$ cat config.mk
export PLATFORM = sky130hd
export DESIGN_NAME = qdom_front
export DESIGN_NICKNAME = d
export VERILOG_FILES = /design/src/design/qdom_pkg.sv /design/src/design/qdom_front.sv
export SDC_FILE = /design/constraint.sdc
export NUM_CORES = 1
export LEC_CHECK = 0
export ABC_AREA = 1
export BUFFER_PORTS_ARGS = -buffer_cell sky130_fd_sc_hd__buf_2
export CORE_AREA = 2 2 203 205
export DETAILED_ROUTE_END_ITERATION = 12
export DIE_AREA = 0 0 205 207
export MAX_ROUTING_LAYER = met4
export PLACE_DENSITY_LB_ADDON = 0.2
export SYNTH_ARGS = -nofsm -noshare
export SYNTH_HDL_FRONTEND = slang
export SYNTH_SLANG_ARGS = --single-unit
$ cat constraint.sdc
create_clock -name i_clk -period 18.9 [get_ports i_clk]
set_clock_uncertainty 0.05 [all_clocks]
set_input_delay 1.89 -clock i_clk [delete_from_list [all_inputs] [get_ports i_clk]]
set_output_delay 1.89 -clock i_clk [all_outputs]
set_load 0.005 [all_outputs]
$ cat src/design/qdom_pkg.sv
// Package with the beat types, codes and helper functions of the order matcher.
`timescale 1ns / 1ps
package qdom_pkg;

    localparam int SymbolCountDefault = 16;
    localparam int TableDepthDefault  = 64;

    typedef enum logic [1:0] {
        OP_QUOTE  = 2'd0,
        OP_NEW    = 2'd1,
        OP_CANCEL = 2'd2,
        OP_NONE   = 2'd3
    } t_op;

    localparam logic [2:0] KIND_ACK      = 3'd0;
    localparam logic [2:0] KIND_FILL     = 3'd1;
    localparam logic [2:0] KIND_NOCP     = 3'd2;
    localparam logic [2:0] KIND_CANCELED = 3'd3;
    localparam logic [2:0] KIND_CXLREJ   = 3'd4;
    localparam logic [2:0] KIND_FULL     = 3'd5;

    typedef struct packed {
        logic [1:0]  operation;
        logic [3:0]  symbol;
        logic [31:0] client_id;
        logic [31:0] target_id;
        logic        side;
        logic        order_kind;
        logic [30:0] limit_price;
        logic [31:0] quantity;
        logic [30:0] bid_price;
        logic [31:0] bid_volume;
        logic [30:0] ask_price;
        logic [31:0] ask_volume;
    } t_in;

    typedef struct packed {
        logic [31:0] report_client_id;
        logic [31:0] report_target_id;
        logic [31:0] engine_order_number;
        logic [31:0] exec_number;
        logic [2:0]  report_kind;
        logic        report_side;
        logic        report_order_kind;
        logic [30:0] report_price;
        logic [31:0] report_quantity;
        logic [30:0] fill_price;
        logic        last_report;
    } t_out;

    typedef struct packed {
        logic [3:0]  symbol;
        logic [31:0] client_id;
        logic        side;
        logic [30:0] price;
        logic [31:0] quantity;
        logic [31:0] number;
    } t_entry;

    function automatic logic can_fill(input logic side, input logic market,
                                      input logic [30:0] price,
                                      input logic [30:0] bid_px, input logic [31:0] bid_vol,
                                      input logic [30:0] ask_px, input logic [31:0] ask_vol);
        logic ok;
        if (!side) begin
            ok = (ask_vol != 32'd0) && (market || price >= ask_px);
        end else begin
            ok = (bid_vol != 32'd0) && (market || price <= bid_px);
        end
        return ok;
    endfunction

endpackage

$ cat src/design/qdom_front.sv
// Front end: accepts input beats, drops ignored ones and queues the rest.
`timescale 1ns / 1ps
module qdom_front #(
    parameter int SYMBOL_COUNT = qdom_pkg::SymbolCountDefault
) (
    input  logic           i_clk,
    input  logic           i_rst_n,
    input  logic           i_in_valid,
    output logic           o_in_stall,
    input  qdom_pkg::t_in  i_in,
    output logic           o_cmd_valid,
    output qdom_pkg::t_in  o_cmd,
    input  logic           i_cmd_pop
);

    qdom_pkg::t_in r_q [2];
    logic       r_wp;
    logic       r_rp;
    logic [1:0] r_cnt;
    logic       keep;
    logic       push;
    logic       pop;

    assign o_in_stall  = (r_cnt == 2'd2);
    assign keep        = (i_in.operation != qdom_pkg::OP_NONE) &&
                         (32'(i_in.symbol) < 32'(SYMBOL_COUNT));
    assign push        = i_in_valid && !o_in_stall && keep;
    assign o_cmd_valid = (r_cnt != 2'd0);
    assign o_cmd       = r_q[r_rp];
    assign pop         = o_cmd_valid && i_cmd_pop;

    always_ff @(posedge i_clk) begin
        if (push) begin
            r_q[r_wp] <= i_in;
        end
        if (!i_rst_n) begin
            r_wp  <= 1'b0;
            r_rp  <= 1'b0;
            r_cnt <= 2'd0;
        end else begin
            if (push) begin
                r_wp <= !r_wp;
            end
            if (pop) begin
                r_rp <= !r_rp;
            end
            r_cnt <= r_cnt + {1'b0, push} - {1'b0, pop};
        end
    end

endmodule

==> reports/metrics.yaml, run 1 <==
floorplanning:
  core-area_mm2: 0.0404
  die-area_mm2: 0.0424
  fp.dieH_um: 207
  fp.dieW_um: 205
  initial_core_util_pct: 49.2
  pin_count: 528
  rows: 74
detailed_routing:
  route.detailed.drc: 0
  drtAntennaViolNets: 0
  initialDrtViolationCount: 658
  drt-vias-per-instance: 5.02
  routed_wl_mm: 43.7
  firstDrtPassIters: 4
  vias: 10017
  wl_per_cell_um: 21.9
global_route:
  grt_max_degree: 111
  use_met1_pct: 24.2
  antenna_found_initial: 17
  grtUsageTotal_pct: 20.7
  grtUsageMet2_pct: 32.7
  gr-max-usage-layer: "met2"
  grt_overflow: 0
  grt_pass1_vias: 10342
  use_met3_pct: 6.84
  grt_pass1_wl_mm: 62.3
timing:
  setup-tns-final_ps: 0
  hold_viol: 0
  relSlewSlack_pct: 27.9
  setup_viol: 0
  worstMarginPinSlew_ps: 1080
  clock.fmax_ghz: 0.152
  fin_crit_sh_pct: 34.9
  rsz0062_at_grt: "no"
  slew_violations: 0
  min_period_ps: 6590
setup_path:
  slowest_stage: "buf_4"
  worstRegToRegCells: 6
  path_class: "reg -> out"
  cpMostUsedCell: "buf_4"
  rr_startpoint: "r_cnt[0]"
  path_cells: "buf_4 > buf_4 > buf_4 > mux2_2 > buf_2"
  start_kind: "flip-flop"
  crit_fanout: 54
  r2r-end: "r_q[0][70]"
  ff2ff_setup_slack_ps: 15890
  required_ps: 16960
  slowest_delay_ps: 890
  arrival_ps: 4650
  end_kind: "output port"
placed_design:
  portBuffers: 527
  gp_congestion: 0.866
  postPlaceCellArea_mm2: 0.0230
  hpwl_mm: 30.3
synth:
  synth.distinct_cells: 14
  synth.avg_cell_area_um2: 23.3
  synth_xor_area_share_pct: 0
  yosysTopAreaCell: "edfxtp_1"
  syn_inst: 851
  yosys_warnings: 0
  synth_top_family_by_area: "multiplexers"
  synthAdderAreaFrac_pct: 0.126
  synth_top_cells_by_area: "edfxtp_1, mux2_4, mux2_2"
  synth-seq-cells: 527
  synth.top_cell.area_share_pct: 78.9
  syn_nets: 1118
  syn_area_mm2: 0.0199
  synth_compound_area_share_pct: 0.0630
  synth_mux_area_share_pct: 18.4
  synth_simple_gate_area_share_pct: 0.409
  ys_seq_area_share_pct: 79.4
hold_path:
  hp-class: "reg -> reg"
  hold_path_depth: 2
  hold_end: "r_rp"
  hp-start: "r_rp"
layout:
  final_common_cell: "buf_2"
  area_growth_pct: 23.4
  drive_gt1_share_pct: 59.5
  fin_area_mm2: 0.0245
  fin_nets: 1680
  final_cell_mix: "buf_2, edfxtp_1, mux2_4, mux2_2, clkbuf_16"
  final_util_pct: 60.7
  fillers: 3035
clocking:
  cts_tree: "yes"
  post-cts-setup-buffers: 0
  hold_buffers: 0
  clk_latency_ps: 580
  cts_sinks: 527
  cts-root-buf: "clkbuf_16"
  htree_levels: 2
  cts_buffers: 52
  clockBufferDepth: 3
  ctsResizeCount: 0
  cts.clk_slew.worst_paths_ps: 60
power:
  ir_drop_v: 0.0000898
  cellLeakagePower_uw: 0.00945
  power_density_mw_per_mm2: 125
run_status:
  status: "finished, final reports clean"
job:
  maxCapViolations: 0
## logic make-up after synthesis
group / after synthesis
and+or+nand+nor: 20
DFF: 527
buffers and inverters: 39
muxes: 261
adders and majority gates: 2
AOI/OAI and AO/OA: 2
## sequential cells by signal (all words and copies together), names as in the netlist, named ones only
signal  cells
r_cnt       2
r_rp        1
r_q       522
r_wp        1
## layout make-up
cell class	instances	area, um2	share of cell area (%)
clock inverter	15	92.6	0.378
timing repair buffer	537	2710	11.1
antenna	17	42.5	0.174
multi-input combinational	285	3780	15.4
tap	532	666	2.71
inverter	10	45.0	0.184
clock buffer	73	1400	5.72
sequential	527	15800	64.4
## worst max-delay path, delay by kind of cell, from the launching register on
kind | cells | cell delay (ps)
buffers and inverters | 4 | 2680
flip-flops | 1 | 830
multiplexers | 1 | 430
## metal layers
layer	routed length [um]	part of all wire [%]	up-vias
li1	-	-	4543
met2	21400	49	480
met3	4470	10	81
met1	16400	38	4913
met5	0	0	-
met4	1380	3.2	0
## worst max-delay path by stage
| stage | end | slack [ps] | cells past startpoint |
|---|---|---|---|
| finish | o_cmd[48] | 12310 | 5 |
| global route | o_cmd[37] | 12090 | 5 |
| CTS | o_cmd[48] | 12230 | 5 |
| detailed placement | o_cmd[48] | 12870 | 5 |
| global placement | o_cmd[33] | 12930 | 5 |
| floorplan | r_q[0][0] | 5060 | 3 |
## cells in the mapped netlist
cell type,number
edfxtp_1,522
mux2_4,190
mux2_2,71
buf_6,22
inv_1,10
nand2_1,10
buf_2,7
nor2_1,6
dfxtp_1,5
nand3_1,3
ha_1,2
a21oi_1,1
nand4_1,1
o21a_1,1
## per-stage QoR
| step | power [uW] | std cells | hold slack (ps) | setup slack (ps) |
|---|---|---|---|---|
| after floorplan | 1960 | 851 | 401 | 5060 |
| after global placement | 2160 | 1891 | 421 | 12930 |
| after detailed placement | 2170 | 1891 | 425 | 12870 |
| after CTS | 3090 | 1979 | 440 | 12230 |
| after global routing | 3190 | 1995 | 462 | 12090 |
| final | 3060 | 1996 | 438 | 12310 |
## report_power, final
| part | leakage (uW) | switching, uW | internal (uW) |
|---|---|---|---|
| clock | 0.000723 | 398 | 525 |
| sequential | 0.00487 | 45.6 | 1430 |
| combinational | 0.00386 | 305 | 352 |
| total | 0.00945 | 748 | 2310 |
Power figures use the tool's default switching activity.
==> inputs of run 2 (changes only) <==
--- a/config.mk
+++ b/config.mk
@@ -5,11 +5,11 @@
 export SDC_FILE = /design/constraint.sdc
 export NUM_CORES = 1
 export LEC_CHECK = 0
-export ABC_AREA = 1
+export ABC_AREA = 0
 export BUFFER_PORTS_ARGS = -buffer_cell sky130_fd_sc_hd__buf_2
-export CORE_AREA = 2 2 203 205
+export CORE_ASPECT_RATIO = 1.75
+export CORE_UTILIZATION = 47
 export DETAILED_ROUTE_END_ITERATION = 12
-export DIE_AREA = 0 0 205 207
 export MAX_ROUTING_LAYER = met4
 export PLACE_DENSITY_LB_ADDON = 0.2
 export SYNTH_ARGS = -nofsm -noshare
==> constraint.sdc (replaced) <==
create_clock -name i_clk -period 5.6 [get_ports i_clk]
set_clock_uncertainty 0.05 [all_clocks]
set_input_delay 0.56 -clock i_clk [delete_from_list [all_inputs] [get_ports i_clk]]
set_output_delay 0.56 -clock i_clk [all_outputs]
set_load 0.005 [all_outputs]
==> run 2 against run 1 <==
Net effect:
- global-route usage decreased by 1.4 points
- flip-flop and latch count unchanged
- worst hold slack got worse by 300 ps
- area after synthesis about the same
- cell count unchanged
- synthesized cell count decreased by 1.5%
==> reports/metrics.yaml, run 2 <==
run_status:
  status: "finished, final reports clean"  # unchanged
clocking:
  post-cts-setup-buffers: 0  # unchanged
  clockBufferDepth: 3  # unchanged
  cts_buffers: 46  # was 52
  ctsResizeCount: 0  # unchanged
  cts.clk_slew.worst_paths_ps: 70  # was 60 ps
  clk_latency_ps: 530  # was 580 ps
  hold_buffers: 0  # unchanged
  cts_tree: "yes"  # unchanged
  cts_sinks: 527  # unchanged
  htree_levels: 2  # unchanged
  cts-root-buf: "clkbuf_16"  # unchanged
layout:
  multi_input_area_mm2: 0.00380  # was 0.00378 mm2
  largest_reg_flops: 522  # unchanged
  top_register: "r_q"  # unchanged
  area_growth_pct: 23.9  # was 23.4%
  drive_gt1_share_pct: 60.6  # was 59.5%
  reg.largest.list: "r_q: 522 flops, r_cnt: 2 flops"  # unchanged
  final_cell_mix: "buf_2, edfxtp_1, mux2_4, mux2_2, clkbuf_16"  # unchanged
  final_common_cell: "buf_2"  # unchanged
  fin_nets: 1660  # was 1,680
  fin_cells: 1996  # unchanged
  final_util_pct: 59.1  # was 60.7%
  layout.area.seq_mm2: 0.0158  # unchanged
  fillers: 3193  # was 3,035
global_route:
  grt_max_degree: 117  # was 111
  grt_pass1_wl_mm: 58.1  # was 62.3 mm
  antenna_found_initial: 16  # was 17
  grt_pass1_vias: 10157  # was 10,342
  grtUsageTotal_pct: 19.2  # was 20.7%
  grt_overflow: 0  # unchanged
floorplanning:
  core-area_mm2: 0.0416  # was 0.0404 mm2
  die-area_mm2: 0.0431  # was 0.0424 mm2
  fp.dieW_um: 157  # was 205 um
  pin_count: 528  # unchanged
  initial_core_util_pct: 47.7  # was 49.2%
  fp.dieH_um: 274  # was 207 um
  rows: 99  # was 74
setup_path:
  slowest_delay_ps: 1030  # was 890 ps
  arrival_ps: 2640  # was 4650 ps
  path_cells: "buf_12 > mux2_4 > buf_2"  # was buf_4 > buf_4 > buf_4 > mux2_2 > buf_2
  slowest_stage: "dfxtp_4"  # was buf_4
  path_buf_inv: 2  # was 4
  crit_fanout: 74  # was 54
  start_kind: "flip-flop"  # unchanged
  end_kind: "output port"  # unchanged
  required_ps: 4990  # was 16,960 ps
  path_class: "reg -> out"  # unchanged
  cp_top_family: "flip-flops"  # was buffers and inverters
placed_design:
  gp_congestion: 0.797  # was 0.866
  hpwl_mm: 28.9  # was 30.3 mm
  dpl.cell_count: 1900  # was 1,891
  portBuffers: 527  # unchanged
  pre_cts_ws_ps: 2790  # was 12,870 ps
power:
  power.total_uw: 10500  # was 3060 uW
  power_density_mw_per_mm2: 428  # was 125 mW/mm2
  cellLeakagePower_uw: 0.00942  # was 0.00945 uW
  ir_drop_v: 0.000340  # was 0.0000898 V
detailed_routing:
  route.detailed.drc: 0  # unchanged
  firstDrtPassIters: 4  # unchanged
  drt-vias-per-instance: 4.89  # was 5.02
  routed_wl_mm: 41.6  # was 43.7 mm
  initialDrtViolationCount: 477  # was 658
  wl_per_cell_um: 20.8  # was 21.9 um
  drtAntennaViolNets: 0  # unchanged
  vias: 9768  # was 10,017
timing:
  relSlewSlack_pct: 25.6  # was 27.9%
  worstMarginPinSlew_ps: 1120  # was 1080 ps
  hold_viol: 0  # unchanged
  fin_crit_sh_pct: 58.1
  setup_viol: 0  # unchanged
  fin_ws_ps: 2350  # was 12,310 ps
  slew_violations: 0  # unchanged
  rsz0062_at_grt: "no"  # unchanged
  min_period_ps: 3250
  clock.fmax_ghz: 0.308
synth:
  synth.most_common_cell: "edfxtp_1"  # unchanged
  synth.avg_cell_area_um2: 23.7  # was 23.3 um2
  yosysTopAreaCell: "edfxtp_1"  # unchanged
  synth_ff_type: "edfxtp_1"  # unchanged
  async_reset_ff_share_pct: 0  # unchanged
  yosys_warnings: 0  # unchanged
  synth.top_cell.area_share_pct: 79.0  # was 78.9%
  syn_area_mm2: 0.0199  # about the same
  synth_common_cells: "edfxtp_1, mux2_4, mux2_2"  # unchanged
  ys_seq_area_share_pct: 79.5  # was 79.4%
  synth.distinct_cells: 17  # was 14
  synth_edf_count: 522  # unchanged
  syn_inst: 838  # was 851
  synth_top_cells_by_area: "edfxtp_1, mux2_4, mux2_2"  # unchanged
  synth-seq-cells: 527  # unchanged
  syn_nets: 1105  # was 1,118
job:
  maxCapViolations: 0  # unchanged
hold_path:
  hp-class: "in -> reg"  # was reg -> reg
## run 2: final timing paths
path                      end  depth (start not counted)  slack (ps)       from
setup / recovery   o_cmd[187]                          3        2350  flip-flop
setup reg to reg  r_q[1][243]                          4        3030   r_cnt[1]
hold reg to reg          r_wp                          2         470       r_wp
hold / removal    r_q[1][117]                          1         140  i_in[117]
## run 2: area by class of cell
class	instances	area share, %
inverter	2	0.0305
tap	555	2.82
antenna	16	0.163
timing repair buffer	536	11.4
clock inverter	26	1.15
multi-input combinational	280	15.4
sequential	527	64.1
clock buffer	54	4.89
## run 2: kinds of logic after synthesis
logic type | synth area share (%)
DFF | 79.5
muxes | 18.4
buffers and inverters | 1.46
and+or+nand+nor | 0.322
xor gates and xnor gates | 0.132
adders and majority gates | 0.126
AOI/OAI and AO/OA | 0.0378
## run 2: worst reg2reg max path: stages, from the launching register on
cell	delay (ps)
dfxtp_1	330
nor2b_1	170
nand3b_1	390
nor2_4	310
buf_4	840
## run 2: metrics by stage
step	hold WS, ps	area (um2)	TNS, ps
4_1_cts	110	24600	0
6_report	139	24600	0
3_3_place_gp	443	23100	0
5_1_grt	117	24600	0
3_5_place_dp	461	23100	0
2_1_floorplan	413	19900	-1319460
## run 2: per-layer routing
layer  vias up  GRT usage [%]  wire length [um]
met5         -              -                 0
met4         0           10.0              1730
met3        80           4.99              3020
met2       384           34.6             23000
met1      4822           18.6             13900
li1       4482              -                 -
## run 2: where the power goes
part	switching (uW)	leakage (uW)	internal, uW
registers	169	0.00487	4840
clock network	1330	0.000724	1810
logic	1090	0.00383	1300
total	2590	0.00942	7950
==> inputs of run 3 (changes only) <==
--- a/config.mk
+++ b/config.mk
@@ -7,9 +7,9 @@
 export LEC_CHECK = 0
 export ABC_AREA = 0
 export BUFFER_PORTS_ARGS = -buffer_cell sky130_fd_sc_hd__buf_2
-export CORE_ASPECT_RATIO = 1.75
-export CORE_UTILIZATION = 47
+export CORE_AREA = 2 2 203 205
 export DETAILED_ROUTE_END_ITERATION = 12
+export DIE_AREA = 0 0 205 207
 export MAX_ROUTING_LAYER = met4
 export PLACE_DENSITY_LB_ADDON = 0.2
 export SYNTH_ARGS = -nofsm -noshare
==> constraint.sdc (replaced) <==
create_clock -name i_clk -period 3.4 [get_ports i_clk]
set_clock_uncertainty 0.05 [all_clocks]
set_input_delay 0.34 -clock i_clk [delete_from_list [all_inputs] [get_ports i_clk]]
set_output_delay 0.34 -clock i_clk [all_outputs]
set_load 0.005 [all_outputs]
==> run 3 against run 2 <==
Net effect:
- sequential power grew 64%
- global-route usage is 2.2 points higher
- worst hold slack improved by 77 ps
- design area up 12%
- register-to-register slack worse by 1900 ps
==> reports/metrics.yaml, run 3 (synthesis results as in run 2) <==
layout:
  largest_reg_flops: 522  # unchanged
  final_common_cell: "buf_2"  # unchanged
  drive_gt1_share_pct: 51.6  # was 60.6%
  area_growth_pct: 38.3  # was 23.9%
  top_register: "r_q"  # unchanged
  fin_nets: 1936  # was 1,660
  final_util_pct: 68.0  # was 59.1%
  reg.largest.list: "r_q: 522 flops, r_cnt: 2 flops"  # unchanged
  final_cell_mix: "buf_2, edfxtp_1, dlygate4sd3_1, mux2_4, mux2_2"  # was buf_2, edfxtp_1, mux2_4, mux2_2, clkbuf_16
  fin_area_mm2: 0.0275  # was 0.0246 mm2
clocking:
  cts_buffers: 53  # was 46
  cts_sinks: 527  # unchanged
  htree_levels: 2  # unchanged
  cts.clk_slew.worst_paths_ps: 60  # was 70 ps
  cts_tree: "yes"  # unchanged
  clockBufferDepth: 3  # unchanged
  clk_latency_ps: 580  # was 530 ps
  cts-root-buf: "clkbuf_16"  # unchanged
global_route:
  grt_max_degree: 132  # was 117
  use_met3_pct: 7.66  # was 4.99%
  grtUsageMet2_pct: 35.5  # was 34.6%
  gr-max-usage-layer: "met2"  # unchanged
  grt_pass1_vias: 11749  # was 10,157
  grt_pass1_wl_mm: 66.3  # was 58.1 mm
  use_met1_pct: 24.1  # was 18.6%
  grt_overflow: 0  # unchanged
  grtUsageTotal_pct: 21.5  # was 19.2%
  antenna_found_initial: 8  # was 16
detailed_routing:
  drtAntennaViolNets: 0  # unchanged
  route.detailed.drc: 0  # unchanged
  firstDrtPassIters: 5  # was 4
  wl_per_cell_um: 20.1  # was 20.8 um
  drt-vias-per-instance: 4.85  # was 4.89
  vias: 10924  # was 9,768
  routed_wl_mm: 45.3  # was 41.6 mm
  initialDrtViolationCount: 518  # was 477
floorplanning:
  die-area_mm2: 0.0424  # was 0.0431 mm2
  rows: 74  # was 99
  fp.dieW_um: 205  # was 157 um
  initial_core_util_pct: 49.2  # was 47.7%
  fp.dieH_um: 207  # was 274 um
  core-area_mm2: 0.0404  # was 0.0416 mm2
  pin_count: 528  # unchanged
timing:
  fin_crit_sh_pct: 77.9
  slew_violations: 0  # unchanged
  hold_viol: 0  # unchanged
  setup_viol: 0  # unchanged
  setup-tns-final_ps: 0  # unchanged
  relSlewSlack_pct: 39.5  # was 25.6%
  worstMarginPinSlew_ps: 907  # was 1120 ps
  whs_ps: 216  # was 139 ps
  min_period_ps: 2650
  rsz0062_at_grt: "no"  # unchanged
  clock.fmax_ghz: 0.377
setup_path:
  crit_fanout: 48  # was 74
  end_kind: "output port"  # unchanged
  cp_top_family: "flip-flops"  # unchanged
  path_class: "reg -> out"  # unchanged
  slowest_delay_ps: 700  # was 1030 ps
  start_kind: "flip-flop"  # unchanged
  path_cells: "buf_12 > mux2_2 > buf_2"  # was buf_12 > mux2_4 > buf_2
  arrival_ps: 2260  # was 2640 ps
  slowest_stage: "dfxtp_4"  # unchanged
  path_buf_inv: 2  # unchanged
  required_ps: 3010  # was 4990 ps
placed_design:
  portBuffers: 527  # unchanged
  hpwl_mm: 28.9  # about the same
  gp_congestion: 0.754  # was 0.797
  postPlaceCellArea_mm2: 0.0231  # about the same
job:
  maxCapViolations: 0  # unchanged
run_status:
  status: "finished, final reports clean"  # unchanged
power:
  ir_drop_v: 0.000545  # was 0.000340 V
  power_density_mw_per_mm2: 661  # was 428 mW/mm2
  power.total_uw: 18200  # was 10,500 uW
  cellLeakagePower_uw: 0.0107  # was 0.00942 uW
hold_path:
  hp-class: "in -> reg"  # unchanged
==> run 3: cell count changes in the layout (fill, tap and decap cells not counted), moves of 2 or more <==
| cell | before | now |
|---|---|---|
| bufinv_16 | 6 | 4 |
| buf_12 | 7 | 10 |
| clkinv_2 | 5 | 13 |
| diode_2 | 16 | 8 |
| clkbuf_1 | 7 | 16 |
| buf_4 | 2 | 6 |
| clkbuf_16 | 47 | 55 |
| dlygate4sd3_1 | 0 | 262 |
==> run 3: repair_timing <==
action,4_1_cts,5_1_grt
endpoints found under the setup margin,0,0
hold endpoints to repair,527,0
setup buffers,0,0
resized for setup,0,0
hold buffers,262,0
==> run 3: path summary, 6_finish.rpt <==
kind              from          end  slack [ps]  cells past startpoint
max          flip-flop    o_cmd[58]         750                      3
max reg2reg   r_cnt[0]  r_q[0][120]        1170                      4
min          i_cmd_pop    flip-flop         220                      4
min reg2reg       r_wp         r_wp         470                      2
==> run 3: through the flow <==
stage | std cells | setup WS [ps]
global route | 2254 | 636
finish | 2254 | 750
CTS | 2246 | 691
global placement | 1884 | 1270
detailed placement | 1884 | 1240
floorplan | 838 | -1730
==> run 3: tightest hold or removal path: cells and delay by family <==
| family | cells | cell delay (ps) |
|---|---|---|
| and+or+nand+nor | 1 | 110 |
| AOI/OAI and AO/OA | 1 | 170 |
| xor gates and xnor gates | 1 | 100 |
| buffers and inverters | 1 | 90 |
==> run 3: metal layers <==
layer | share of wire (%) | wire (um)
met2 | 50 | 22700
met1 | 37 | 16900
met3 | 9.7 | 4400
met5 | 0 | 0
met4 | 2.9 | 1320
==> run 3: cell type report <==
cell class                      count  area (um2)
Sequential cell                   527       15800
Fill cell                        2651       12900
Timing Repair Buffer              805        5510
Multi-Input combinational cell    280        3810
Clock buffer                       71        1440
Tap cell                          532         666
Clock inverter                     29         240
Antenna cell                        8        20.0
Inverter                            2        7.51
==> run 3: power breakdown <==
group / total [uW] / internal (uW) / leakage (uW) / switching [uW]
Combinational: 4370 / 2390 / 0.00497 / 1980
Sequential: 8200 / 7970 / 0.00487 / 224
Clock: 5600 / 3270 / 0.000828 / 2330
